File: src/hw/rtl/cbor_deterministic_encoder_core_defines.svh
// Assertion macros for the encoder core.
// CDE_ASSERT_NOW checks the consequent in the same cycle, CDE_ASSERT_NEXT in the cycle after.
`ifndef CBOR_DETERMINISTIC_ENCODER_CORE_DEFINES_SVH
`define CBOR_DETERMINISTIC_ENCODER_CORE_DEFINES_SVH
`ifndef SYNTHESIS
`define CDE_ASSERT_NOW(label, clk, rst_n, ante, cons) \
    label: assert property (@(posedge clk) disable iff (!rst_n) (ante) |-> (cons)) \
        else $error("encoder check failed");
`define CDE_ASSERT_NEXT(label, clk, rst_n, ante, cons) \
    label: assert property (@(posedge clk) disable iff (!rst_n) (ante) |=> (cons)) \
        else $error("encoder check failed");
`else
`define CDE_ASSERT_NOW(label, clk, rst_n, ante, cons)
`define CDE_ASSERT_NEXT(label, clk, rst_n, ante, cons)
`endif
`endif

File: src/hw/rtl/cde_pkg.sv
package cde_pkg;

    localparam int unsigned C_MAX_NEST = 8;
    localparam logic [15:0] C_CAP_RESET = 16'd1024;

    typedef enum logic [3:0] {
        OP_START  = 4'd0,
        OP_UINT   = 4'd1,
        OP_NEGINT = 4'd2,
        OP_INT    = 4'd3,
        OP_BSTR   = 4'd4,
        OP_TSTR   = 4'd5,
        OP_PAYLD  = 4'd6,
        OP_ARRAY  = 4'd7,
        OP_MAP    = 4'd8,
        OP_TAG    = 4'd9,
        OP_BOOL   = 4'd10,
        OP_NULL   = 4'd11,
        OP_UNDEF  = 4'd12,
        OP_SIMPLE = 4'd13,
        OP_FLOAT  = 4'd14,
        OP_DOUBLE = 4'd15
    } t_opcode;

    typedef enum logic [1:0] {
        ST_OK       = 2'd0,
        ST_OVERFLOW = 2'd1,
        ST_NESTING  = 2'd2,
        ST_INVALID  = 2'd3
    } t_status;

    localparam logic [2:0] MAJ_UINT   = 3'd0;
    localparam logic [2:0] MAJ_NEGINT = 3'd1;
    localparam logic [2:0] MAJ_BSTR   = 3'd2;
    localparam logic [2:0] MAJ_TSTR   = 3'd3;
    localparam logic [2:0] MAJ_ARRAY  = 3'd4;
    localparam logic [2:0] MAJ_MAP    = 3'd5;
    localparam logic [2:0] MAJ_TAG    = 3'd6;
    localparam logic [2:0] MAJ_SIMPLE = 3'd7;

    localparam logic [4:0] AI_MAX_DIRECT = 5'd23;
    localparam logic [4:0] AI_ONE        = 5'd24;
    localparam logic [4:0] AI_TWO        = 5'd25;
    localparam logic [4:0] AI_FOUR       = 5'd26;
    localparam logic [4:0] AI_EIGHT      = 5'd27;
    localparam logic [7:0] HB_FLOAT      = 8'hFA;
    localparam logic [7:0] HB_DOUBLE     = 8'hFB;
    localparam logic [63:0] SV_FALSE     = 64'd20;
    localparam logic [63:0] SV_TRUE      = 64'd21;
    localparam logic [63:0] SV_NULL      = 64'd22;
    localparam logic [63:0] SV_UNDEF     = 64'd23;

    // head byte, argument left-aligned, argument byte count
    typedef struct packed {
        logic [7:0]  hb;
        logic [63:0] arg;
        logic [3:0]  nb;
    } t_head;

    function automatic t_head head_enc(input logic [2:0] maj, input logic [63:0] a);
        t_head h;
        h.hb  = {maj, 5'd0};
        h.arg = '0;
        h.nb  = 4'd0;
        if (a <= 64'({59'd0, AI_MAX_DIRECT})) begin
            h.hb = {maj, a[4:0]};
        end else if (a <= 64'h0000_0000_0000_00FF) begin
            h.hb  = {maj, AI_ONE};
            h.arg = {a[7:0], 56'd0};
            h.nb  = 4'd1;
        end else if (a <= 64'h0000_0000_0000_FFFF) begin
            h.hb  = {maj, AI_TWO};
            h.arg = {a[15:0], 48'd0};
            h.nb  = 4'd2;
        end else if (a <= 64'h0000_0000_FFFF_FFFF) begin
            h.hb  = {maj, AI_FOUR};
            h.arg = {a[31:0], 32'd0};
            h.nb  = 4'd4;
        end else begin
            h.hb  = {maj, AI_EIGHT};
            h.arg = a;
            h.nb  = 4'd8;
        end
        return h;
    endfunction

endpackage

File: src/hw/rtl/cde_if.sv
interface cde_in_if;
    logic        valid;
    logic        ready;
    logic [3:0]  opcode;
    logic [63:0] value;
    logic [7:0]  payload_byte;

    modport source (output valid, output opcode, output value, output payload_byte,
                    input ready);
    modport sink (input valid, input opcode, input value, input payload_byte,
                  output ready);
endinterface

interface cde_out_if;
    logic        valid;
    logic        ready;
    logic [7:0]  out_byte;
    logic        byte_valid;
    logic        last;
    logic [1:0]  status;
    logic [15:0] encoded_length;
    logic        error_flag;

    modport source (output valid, output out_byte, output byte_valid, output last,
                    output status, output encoded_length, output error_flag,
                    input ready);
    modport sink (input valid, input out_byte, input byte_valid, input last,
                  input status, input encoded_length, input error_flag,
                  output ready);
endinterface

File: src/hw/rtl/cbor_deterministic_encoder_core.sv
// Channel   Dir  Handshake      Word
// i_in      in   valid/ready    opcode, value, payload_byte (one encode request)
// o_out     out  valid/ready    out_byte, byte_valid, last, status, length, error
// i_cfg     in   write enable   buffer_capacity, 16 bits
//
// An item is accepted in S_IDLE, then S_EMIT issues its result words (1 to 9) in order,
// each one only while the output is not stalled. When the item counts, the container
// walk passes through S_WRD and S_WCHK for each frame it visits, or S_WRD alone when no
// frame is open. The walk reads the frame memory in S_WRD into a register for S_WCHK.
// Reset is synchronous, active low; the frame memory is not cleared.
// A stalled output holds its word; a new item is taken while the last word waits.
`include "cbor_deterministic_encoder_core_defines.svh"

module cbor_deterministic_encoder_core
    import cde_pkg::*;
#(
    parameter int unsigned MAX_NEST = C_MAX_NEST
) (
    input  logic        i_clk,
    input  logic        i_rst_n,
    input  logic        i_cfg_we,
    input  logic [15:0] i_cfg_wdata,
    cde_in_if.sink      i_in,
    cde_out_if.source   o_out
);

    localparam int unsigned DW = $clog2(MAX_NEST + 1);
    localparam int unsigned AW = (MAX_NEST > 1) ? $clog2(MAX_NEST) : 1;

    typedef enum logic [1:0] {S_IDLE, S_EMIT, S_WRD, S_WCHK} t_state;

    typedef struct packed {
        logic [63:0] count;
        logic [63:0] done;
    } t_frame;

    t_state      r_state;
    logic [15:0] r_cap;
    logic [15:0] r_off;
    logic        r_sticky;
    logic [DW-1:0] r_depth;
    logic [63:0] r_sbl;

    logic [7:0]  r_hb;
    logic [63:0] r_arg;
    logic [3:0]  r_nb;
    logic [3:0]  r_idx;
    logic [1:0]  r_st;
    logic [15:0] r_len;
    logic        r_err;
    logic        r_cnt;

    logic        r_ovld;
    logic [7:0]  r_obyte;
    logic        r_obv;
    logic        r_olast;
    logic [1:0]  r_ost;
    logic [15:0] r_olen;
    logic        r_oerr;

    t_frame      r_mem [MAX_NEST];
    t_frame      r_rdata;

    // accept-time decode
    t_opcode     op;
    logic [63:0] v;
    t_head       hd;
    logic [2:0]  maj;
    logic [63:0] harg;
    logic        ok1, ok2;
    logic [3:0]  wr_n;
    logic [15:0] n_off;
    logic        n_sticky;
    logic [DW-1:0] n_depth;
    logic [63:0] n_sbl;
    logic [3:0]  n_nb;
    t_status     n_st;
    logic        n_cnt;
    logic        n_push;
    logic        acc;

    // walk
    logic [AW-1:0] top_addr;
    logic [63:0]   done1;
    logic          mem_we;
    logic [AW-1:0] mem_waddr;
    t_frame        mem_wdata;
    logic          mem_re;

    assign acc      = i_in.valid && i_in.ready;
    assign op       = t_opcode'(i_in.opcode);
    assign v        = i_in.value;
    assign top_addr = DW'(r_depth - 1'b1) >> 0 == '0 ? '0 : AW'(DW'(r_depth - 1'b1));
    assign done1    = r_rdata.done + 64'd1;

    always_comb begin
        maj  = MAJ_UINT;
        harg = v;
        unique case (op)
            OP_NEGINT: maj = MAJ_NEGINT;
            OP_INT: begin
                maj  = v[63] ? MAJ_NEGINT : MAJ_UINT;
                harg = v[63] ? ~v : v;
            end
            OP_BSTR:   maj = MAJ_BSTR;
            OP_TSTR:   maj = MAJ_TSTR;
            OP_ARRAY:  maj = MAJ_ARRAY;
            OP_MAP:    maj = MAJ_MAP;
            OP_TAG:    maj = MAJ_TAG;
            OP_BOOL: begin
                maj  = MAJ_SIMPLE;
                harg = (v != 64'd0) ? SV_TRUE : SV_FALSE;
            end
            OP_NULL: begin
                maj  = MAJ_SIMPLE;
                harg = SV_NULL;
            end
            OP_UNDEF: begin
                maj  = MAJ_SIMPLE;
                harg = SV_UNDEF;
            end
            OP_SIMPLE: maj = MAJ_SIMPLE;
            default:   maj = MAJ_UINT;
        endcase
        hd = head_enc(maj, harg);
        unique case (op)
            OP_FLOAT:  hd = '{hb: HB_FLOAT, arg: {v[31:0], 32'd0}, nb: 4'd4};
            OP_DOUBLE: hd = '{hb: HB_DOUBLE, arg: v, nb: 4'd8};
            OP_PAYLD:  hd = '{hb: i_in.payload_byte, arg: 64'd0, nb: 4'd0};
            default:   ;
        endcase
    end

    // each chunk must fit whole: head byte first, then the argument
    always_comb begin
        ok1  = !r_sticky && (({1'b0, r_off} + 17'd1) <= {1'b0, r_cap});
        ok2  = (hd.nb == 4'd0)
            || (({1'b0, r_off} + 17'd1 + {13'd0, hd.nb}) <= {1'b0, r_cap});
        wr_n = ok1 ? (ok2 ? (4'd1 + hd.nb) : 4'd1) : 4'd0;
    end

    always_comb begin
        n_off    = r_off;
        n_sticky = r_sticky;
        n_depth  = r_depth;
        n_sbl    = r_sbl;
        n_nb     = 4'd0;
        n_st     = ST_OK;
        n_cnt    = 1'b0;
        n_push   = 1'b0;
        priority if (r_sbl != 64'd0 && op != OP_START && op != OP_PAYLD) begin
            n_st = ST_INVALID;
        end else if (op == OP_START) begin
            n_off    = 16'd0;
            n_sticky = 1'b0;
            n_depth  = '0;
            n_sbl    = 64'd0;
        end else if (op == OP_PAYLD && r_sbl == 64'd0) begin
            n_st = ST_INVALID;
        end else if (op == OP_SIMPLE && (v > 64'd255 || (v >= 64'd24 && v <= 64'd31))) begin
            n_st = ST_INVALID;
        end else if ((op == OP_ARRAY || op == OP_MAP) && r_depth == DW'(MAX_NEST)) begin
            n_sticky = 1'b1;
            n_st     = ST_NESTING;
        end else if (op == OP_MAP && v[63]) begin
            n_sticky = 1'b1;
            n_st     = ST_NESTING;
        end else begin
            n_nb  = wr_n;
            n_off = r_off + {12'd0, wr_n};
            if (!(ok1 && ok2)) begin
                n_sticky = 1'b1;
                n_st     = ST_OVERFLOW;
            end else begin
                unique case (op)
                    OP_BSTR, OP_TSTR: begin
                        if (v == 64'd0) n_cnt = 1'b1;
                        else n_sbl = v;
                    end
                    OP_PAYLD: begin
                        n_sbl = r_sbl - 64'd1;
                        n_cnt = (r_sbl == 64'd1);
                    end
                    OP_ARRAY, OP_MAP: begin
                        if (v == 64'd0) begin
                            n_cnt = 1'b1;
                        end else begin
                            n_push  = 1'b1;
                            n_depth = r_depth + 1'b1;
                        end
                    end
                    OP_TAG:  n_cnt = 1'b0;
                    default: n_cnt = 1'b1;
                endcase
            end
        end
    end

    always_comb begin
        mem_we    = 1'b0;
        mem_waddr = top_addr;
        mem_wdata = '{count: r_rdata.count, done: done1};
        mem_re    = (r_state == S_WRD) && (r_depth != '0);
        if (acc && n_push) begin
            mem_we    = 1'b1;
            mem_waddr = AW'(r_depth);
            mem_wdata = '{count: (op == OP_MAP) ? {v[62:0], 1'b0} : v, done: 64'd0};
        end else if (r_state == S_WCHK && done1 < r_rdata.count) begin
            mem_we = 1'b1;
        end
    end

    always_ff @(posedge i_clk) begin
        if (mem_we) begin
            r_mem[mem_waddr] <= mem_wdata;
        end
        if (mem_re) begin
            r_rdata <= r_mem[top_addr];
        end
    end

    always_ff @(posedge i_clk) begin
        if (!i_rst_n) begin
            r_state  <= S_IDLE;
            r_cap    <= C_CAP_RESET;
            r_off    <= 16'd0;
            r_sticky <= 1'b0;
            r_depth  <= '0;
            r_sbl    <= 64'd0;
            r_ovld   <= 1'b0;
            r_idx    <= 4'd0;
            r_cnt    <= 1'b0;
        end else begin
            if (i_cfg_we) begin
                r_cap <= i_cfg_wdata;
            end
            // the emit state always leaves a word standing
            if (o_out.ready && r_state != S_EMIT) begin
                r_ovld <= 1'b0;
            end
            unique case (r_state)
                S_IDLE: begin
                    if (acc) begin
                        r_off    <= n_off;
                        r_sticky <= n_sticky;
                        r_depth  <= n_depth;
                        r_sbl    <= n_sbl;
                        r_hb     <= hd.hb;
                        r_arg    <= hd.arg;
                        r_nb     <= n_nb;
                        r_idx    <= 4'd0;
                        r_st     <= n_st;
                        r_len    <= n_sticky ? 16'd0 : n_off;
                        r_err    <= n_sticky;
                        r_cnt    <= n_cnt;
                        r_state  <= S_EMIT;
                    end
                end
                S_EMIT: begin
                    if (!r_ovld || o_out.ready) begin
                        r_ovld  <= 1'b1;
                        r_obyte <= (r_nb == 4'd0) ? 8'd0 : (r_idx == 4'd0) ? r_hb : r_arg[63:56];
                        r_obv   <= (r_nb != 4'd0);
                        r_olast <= (r_nb == 4'd0) || (r_idx + 4'd1 == r_nb);
                        r_ost   <= r_st;
                        r_olen  <= r_len;
                        r_oerr  <= r_err;
                        r_idx   <= r_idx + 4'd1;
                        if (r_idx != 4'd0) begin
                            r_arg <= {r_arg[55:0], 8'd0};
                        end
                        if ((r_nb == 4'd0) || (r_idx + 4'd1 == r_nb)) begin
                            r_state <= r_cnt ? S_WRD : S_IDLE;
                        end
                    end
                end
                S_WRD: begin
                    r_state <= (r_depth == '0) ? S_IDLE : S_WCHK;
                end
                S_WCHK: begin
                    // frame full: pop and count it in the parent
                    if (done1 < r_rdata.count) begin
                        r_state <= S_IDLE;
                    end else begin
                        r_depth <= r_depth - 1'b1;
                        r_state <= (r_depth == DW'(1)) ? S_IDLE : S_WRD;
                    end
                end
                default: r_state <= S_IDLE;
            endcase
        end
    end

    assign i_in.ready           = (r_state == S_IDLE);
    assign o_out.valid          = r_ovld;
    assign o_out.out_byte       = r_obyte;
    assign o_out.byte_valid     = r_obv;
    assign o_out.last           = r_olast;
    assign o_out.status         = r_ost;
    assign o_out.encoded_length = r_olen;
    assign o_out.error_flag     = r_oerr;

    `CDE_ASSERT_NOW(a_nobyte_last, i_clk, i_rst_n, o_out.valid && !o_out.byte_valid, o_out.last)
    `CDE_ASSERT_NOW(a_err_len, i_clk, i_rst_n, o_out.valid && o_out.error_flag, o_out.encoded_length == 16'd0)
    `CDE_ASSERT_NOW(a_depth_max, i_clk, i_rst_n, 1'b1, r_depth <= DW'(MAX_NEST))
    `CDE_ASSERT_NEXT(a_acc_busy, i_clk, i_rst_n, acc, r_state == S_EMIT)

endmodule

File: src/flat_wrapper.sv
// flat-port wrapper written by rule: the top's interface ports become plain ports
module cbor_deterministic_encoder_core_flat import cde_pkg::*;
#(
    parameter int unsigned MAX_NEST = C_MAX_NEST
)
  (i_clk, i_rst_n, i_cfg_we, i_cfg_wdata, i_in_valid, i_in_opcode, i_in_value, i_in_payload_byte, i_in_ready, o_out_valid, o_out_out_byte, o_out_byte_valid, o_out_last, o_out_status, o_out_encoded_length, o_out_error_flag, o_out_ready);
  cde_in_if i_in_i ();
  cde_out_if o_out_i ();
  input  logic i_clk;
  input  logic i_rst_n;
  input  logic i_cfg_we;
  input  logic [15:0] i_cfg_wdata;
  input wire logic [$bits(i_in_i.valid)-1:0] i_in_valid;
  input wire logic [$bits(i_in_i.opcode)-1:0] i_in_opcode;
  input wire logic [$bits(i_in_i.value)-1:0] i_in_value;
  input wire logic [$bits(i_in_i.payload_byte)-1:0] i_in_payload_byte;
  output wire logic [$bits(i_in_i.ready)-1:0] i_in_ready;
  output wire logic [$bits(o_out_i.valid)-1:0] o_out_valid;
  output wire logic [$bits(o_out_i.out_byte)-1:0] o_out_out_byte;
  output wire logic [$bits(o_out_i.byte_valid)-1:0] o_out_byte_valid;
  output wire logic [$bits(o_out_i.last)-1:0] o_out_last;
  output wire logic [$bits(o_out_i.status)-1:0] o_out_status;
  output wire logic [$bits(o_out_i.encoded_length)-1:0] o_out_encoded_length;
  output wire logic [$bits(o_out_i.error_flag)-1:0] o_out_error_flag;
  input wire logic [$bits(o_out_i.ready)-1:0] o_out_ready;
  assign i_in_i.valid = i_in_valid;
  assign i_in_i.opcode = i_in_opcode;
  assign i_in_i.value = i_in_value;
  assign i_in_i.payload_byte = i_in_payload_byte;
  assign i_in_ready = i_in_i.ready;
  assign o_out_valid = o_out_i.valid;
  assign o_out_out_byte = o_out_i.out_byte;
  assign o_out_byte_valid = o_out_i.byte_valid;
  assign o_out_last = o_out_i.last;
  assign o_out_status = o_out_i.status;
  assign o_out_encoded_length = o_out_i.encoded_length;
  assign o_out_error_flag = o_out_i.error_flag;
  assign o_out_i.ready = o_out_ready;
  cbor_deterministic_encoder_core #(.MAX_NEST(MAX_NEST)) u_core (.i_clk(i_clk), .i_rst_n(i_rst_n), .i_cfg_we(i_cfg_we), .i_cfg_wdata(i_cfg_wdata), .i_in(i_in_i), .o_out(o_out_i));
endmodule
File: config.mk
export PLATFORM = sky130hd
export DESIGN_NAME = cbor_deterministic_encoder_core_flat
export DESIGN_NICKNAME = d
export VERILOG_FILES = /design/src/hw/rtl/cde_pkg.sv /design/src/hw/rtl/cde_if.sv /design/src/hw/rtl/cbor_deterministic_encoder_core.sv /design/src/flat_wrapper.sv
export VERILOG_INCLUDE_DIRS = /design/src /design/src/hw/rtl
export SDC_FILE = /design/constraint.sdc
export NUM_CORES = 2
export LEC_CHECK = 0
export ABC_CLOCK_PERIOD_IN_PS = 46900
export BUFFER_PORTS_ARGS = -buffer_cell sky130_fd_sc_hd__buf_2
export CAP_MARGIN = 10
export CORE_MARGIN = 5
export CORE_UTILIZATION = 42
export CTS_CLUSTER_DIAMETER = 50
export DETAILED_ROUTE_END_ITERATION = 10
export GPL_TIMING_DRIVEN = 0
export PLACE_DENSITY_LB_ADDON = 0.2
export SYNTH_ARGS = -nofsm -noshare
export SYNTH_HDL_FRONTEND = slang
export SYNTH_SLANG_ARGS = --single-unit
File: constraint.sdc
create_clock -name i_clk -period 46.9 [get_ports i_clk]
set_input_delay 7.035 -clock i_clk [delete_from_list [all_inputs] [get_ports i_clk]]
set_output_delay 7.035 -clock i_clk [all_outputs]
set_load 0.03 [all_outputs]
==> impl_metrics.json <==
{
  "grt_overflow": 0,
  "hp-class": "reg -> reg",
  "seq_power_share_pct": 44.1,
  "area_growth_pct": 15.5,
  "leakagePower_uw": 0.0244,
  "placed_area_um2": 67000,
  "cts_sinks": 1385,
  "core_um2": 148000,
  "route.detailed.drc": 0,
  "clock_latency_ns": 0.80,
  "synthCells": 4248,
  "rows": 141,
  "slew_violations": 0,
  "whs_ns": 0.417,
  "pin_count": 128,
  "worst_setup_path_start_kind": "input port",
  "drt-pass1-iter-count": 6,
  "async_reset_ff_share_pct": 0,
  "dieWidth_um": 396,
  "grt_pass1_wl_um": 271000,
  "gp_congestion": 0.949,
  "clk_pin_slew_ns": 0.05,
  "critPathMaxFanout": 10,
  "p_sw_uw": 881,
  "fin_skew_ns": 0.0273,
  "powerDensity_nw_per_um2": 44.1,
  "synth.distinct_cells": 92,
  "htreeDepth": 4,
  "grt_usage_pct": 23.4,
  "synth_area_um2": 62500,
  "dieHeight_um": 396,
  "cts_resized": 0,
  "relSlewSlack_pct": 19.4,
  "ys_seq_elements": 1385,
  "detailedPlacementHpwl_um": 129000,
  "place.port_buffers": 67,
  "synth_edf_count": 1276,
  "combPwrFrac_pct": 17.3,
  "crit_slowest_cell": "o21ai_0",
  "via_per_inst": 5.98,
  "period_share_pct": 36.7,
  "rsz0062_at_grt": "false",
  "nets": 4768,
  "drv_cap": 0,
  "die-area_um2": 157000,
  "hold_buffers": 0,
  "postRouteAntennaNets": 0,
  "root_buffer": "clkbuf_16",
  "synthesis.nets": 4465,
  "tightestPinTransition_ns": 1.21,
  "antenna_found_initial": 6,
  "p_int_uw": 2300,
  "cts_setup_buffers": 0,
  "peakVddDrop_mv": 0.0399,
  "utilization_pct": 48.8,
  "grt_max_degree": 32,
  "vias": 39500,
  "power.share.switching_pct": 27.7,
  "fmax_mhz": 58.1,
  "timing.setup.tns_ns": 0,
  "drt_iter0_markers": 4456,
  "clockBufferDepth": 3,
  "grt_pass1_vias": 39000,
  "drive_above_1_share_pct": 17.7,
  "wire_per_inst_um": 28.1,
  "final-hold-violation-count": 0,
  "crit_type": "in -> reg",
  "fill_cells": 12500,
  "cpPeakStageDelay_ns": 0.88,
  "mostFrequentLayoutCell": "edfxtp_1",
  "cts_made_buffers": 160,
  "path_common_cell": "clkbuf_1",
  "syn_area_per_cell_um2": 14.7,
  "arrival_ns": 17.66,
  "synthFlopType": "edfxtp_1",
  "required_ns": 47.36,
  "finalCriticalPeriod_ns": 17.20,
  "final_cell_mix": "edfxtp_1, clkbuf_1, nand2_1, nor2_1, mux4_2",
  "cts_tree": "done",
  "clkPwrFrac_pct": 38.5,
  "final_area_um2": 72200,
  "status": "finished, final reports clean",
  "finalSetupViolCount": 0,
  "yosysSeqAreaShare_pct": 64.8,
  "end_kind": "flip-flop",
  "start_util_pct": 42.3,
  "wl_um": 186000,
  "synth_warnings": 0
}
-- logic make-up (layout without fill, tap and decap cells) --
logic type,Yosys count,after routing,share of synthesized area [%]
mux,499,499,13.4
other cells,0,1,0
compound gates,669,669,6.82
xor+xnor,151,151,2.12
buf+inv,407,836,2.48
flops,1385,1385,64.8
fa+ha+maj,120,120,2.43
simple gates,1017,1017,8.03
-- Yosys cell counts (all sizes together) (41+ instances only) --
master,number,area (µm²)
o21ai,191,956
clkbuf,237,891
dfxtp,109,2180
nor2,268,1020
nand2,274,1030
mux4,256,5770
xnor2,110,963
and2,83,519
ha,118,1480
inv,122,460
edfxtp,1276,38300
nand3,77,390
a21oi,165,833
o22ai,57,357
xor2,41,359
mux2,129,1450
mux2i,114,1140
nand4,58,369
nor4,49,364
nor3,79,422
buf,47,193
-- critical path, delay by kind of cell --
family          cells  cell delay [ns]
xor+xnor            1             0.15
simple gates       13             2.95
compound gates     10             3.13
buf+inv             9             3.40
fa+ha+maj           3             0.90
-- power by group through the flow --
stage	logic, µW	registers, µW	clock network, µW
2_1_floorplan	364	1430	0
3_3_place_gp	527	1440	0
3_5_place_dp	541	1430	0
4_1_cts	544	1400	1250
5_1_grt	589	1410	1300
6_report	552	1400	1230
-- final cells by class --
cell class | count | area, µm² | area share, %
inverter | 123 | 464 | 0.643
timing repair buffer | 141 | 1930 | 2.68
sequential | 1385 | 40500 | 56.1
multi-input combinational | 2456 | 20600 | 28.6
antenna | 1 | 2.50 | 0.00347
tap | 1930 | 2410 | 3.34
clock inverter | 84 | 921 | 1.28
buffer | 284 | 1080 | 1.50
clock buffer | 204 | 4250 | 5.89
-- worst paths after layout --
check	startpoint	end	slack (ns)	cells past startpoint
min	u_core.r_len[1]$_SDFFCE_PP0P_	u_core.o_out.encoded_length[1]$_DFFE_PP_	0.42	0
min reg2reg	u_core.r_len[1]$_SDFFCE_PP0P_	u_core.o_out.encoded_length[1]$_DFFE_PP_	0.42	0
max	i_in_value[63]	u_core.r_mem[3][123]$_DFFE_PP_	29.70	36
max reg2reg	u_core.r_rdata[0]$_DFFE_PP_	u_core.r_mem[3][17]$_DFFE_PP_	37.13	23
-- per-layer routing --
layer  global-route usage (%)  share of wire (%)  vias up
met5                        0                  0        -
met4                     8.69                3.8        0
met3                     4.48                7.9      368
met2                     36.8                 46     1765
met1                     32.7                 42    20100
li1                         -                  -    17200
-- sequential cells by signal, summed over array words and instances (netlist names), 2 cells and up --
| signal | count |
|---|---|
| u_core.r_rdata | 128 |
| u_core.r_cap | 16 |
| u_core.r_len | 16 |
| u_core.r_nb | 4 |
| u_core.r_st | 2 |
| u_core.o_out.encoded_length | 16 |
| u_core.o_out.status | 2 |
| u_core.r_mem | 1024 |
| u_core.r_hb | 8 |
| u_core.r_state | 2 |
| u_core.o_out.out_byte | 8 |
| u_core.r_sbl | 64 |
| u_core.r_off | 16 |
| u_core.r_arg | 64 |
| u_core.r_depth | 4 |
| u_core.r_idx | 4 |
-- stage by stage --
| stage | setup WS [ns] | total power (µW) | std cells |
|---|---|---|---|
| 6_report | 29.70 | 3180 | 6608 |
| 5_1_grt | 29.42 | 3300 | 6607 |
| 4_1_cts | 30.03 | 3190 | 6607 |
| 3_5_place_dp | 29.18 | 1970 | 6319 |
| 3_3_place_gp | 16.82 | 1960 | 6245 |
| 2_1_floorplan | 27.05 | 1800 | 4248 |
Note: power is estimated with default switching activity, not from simulation.
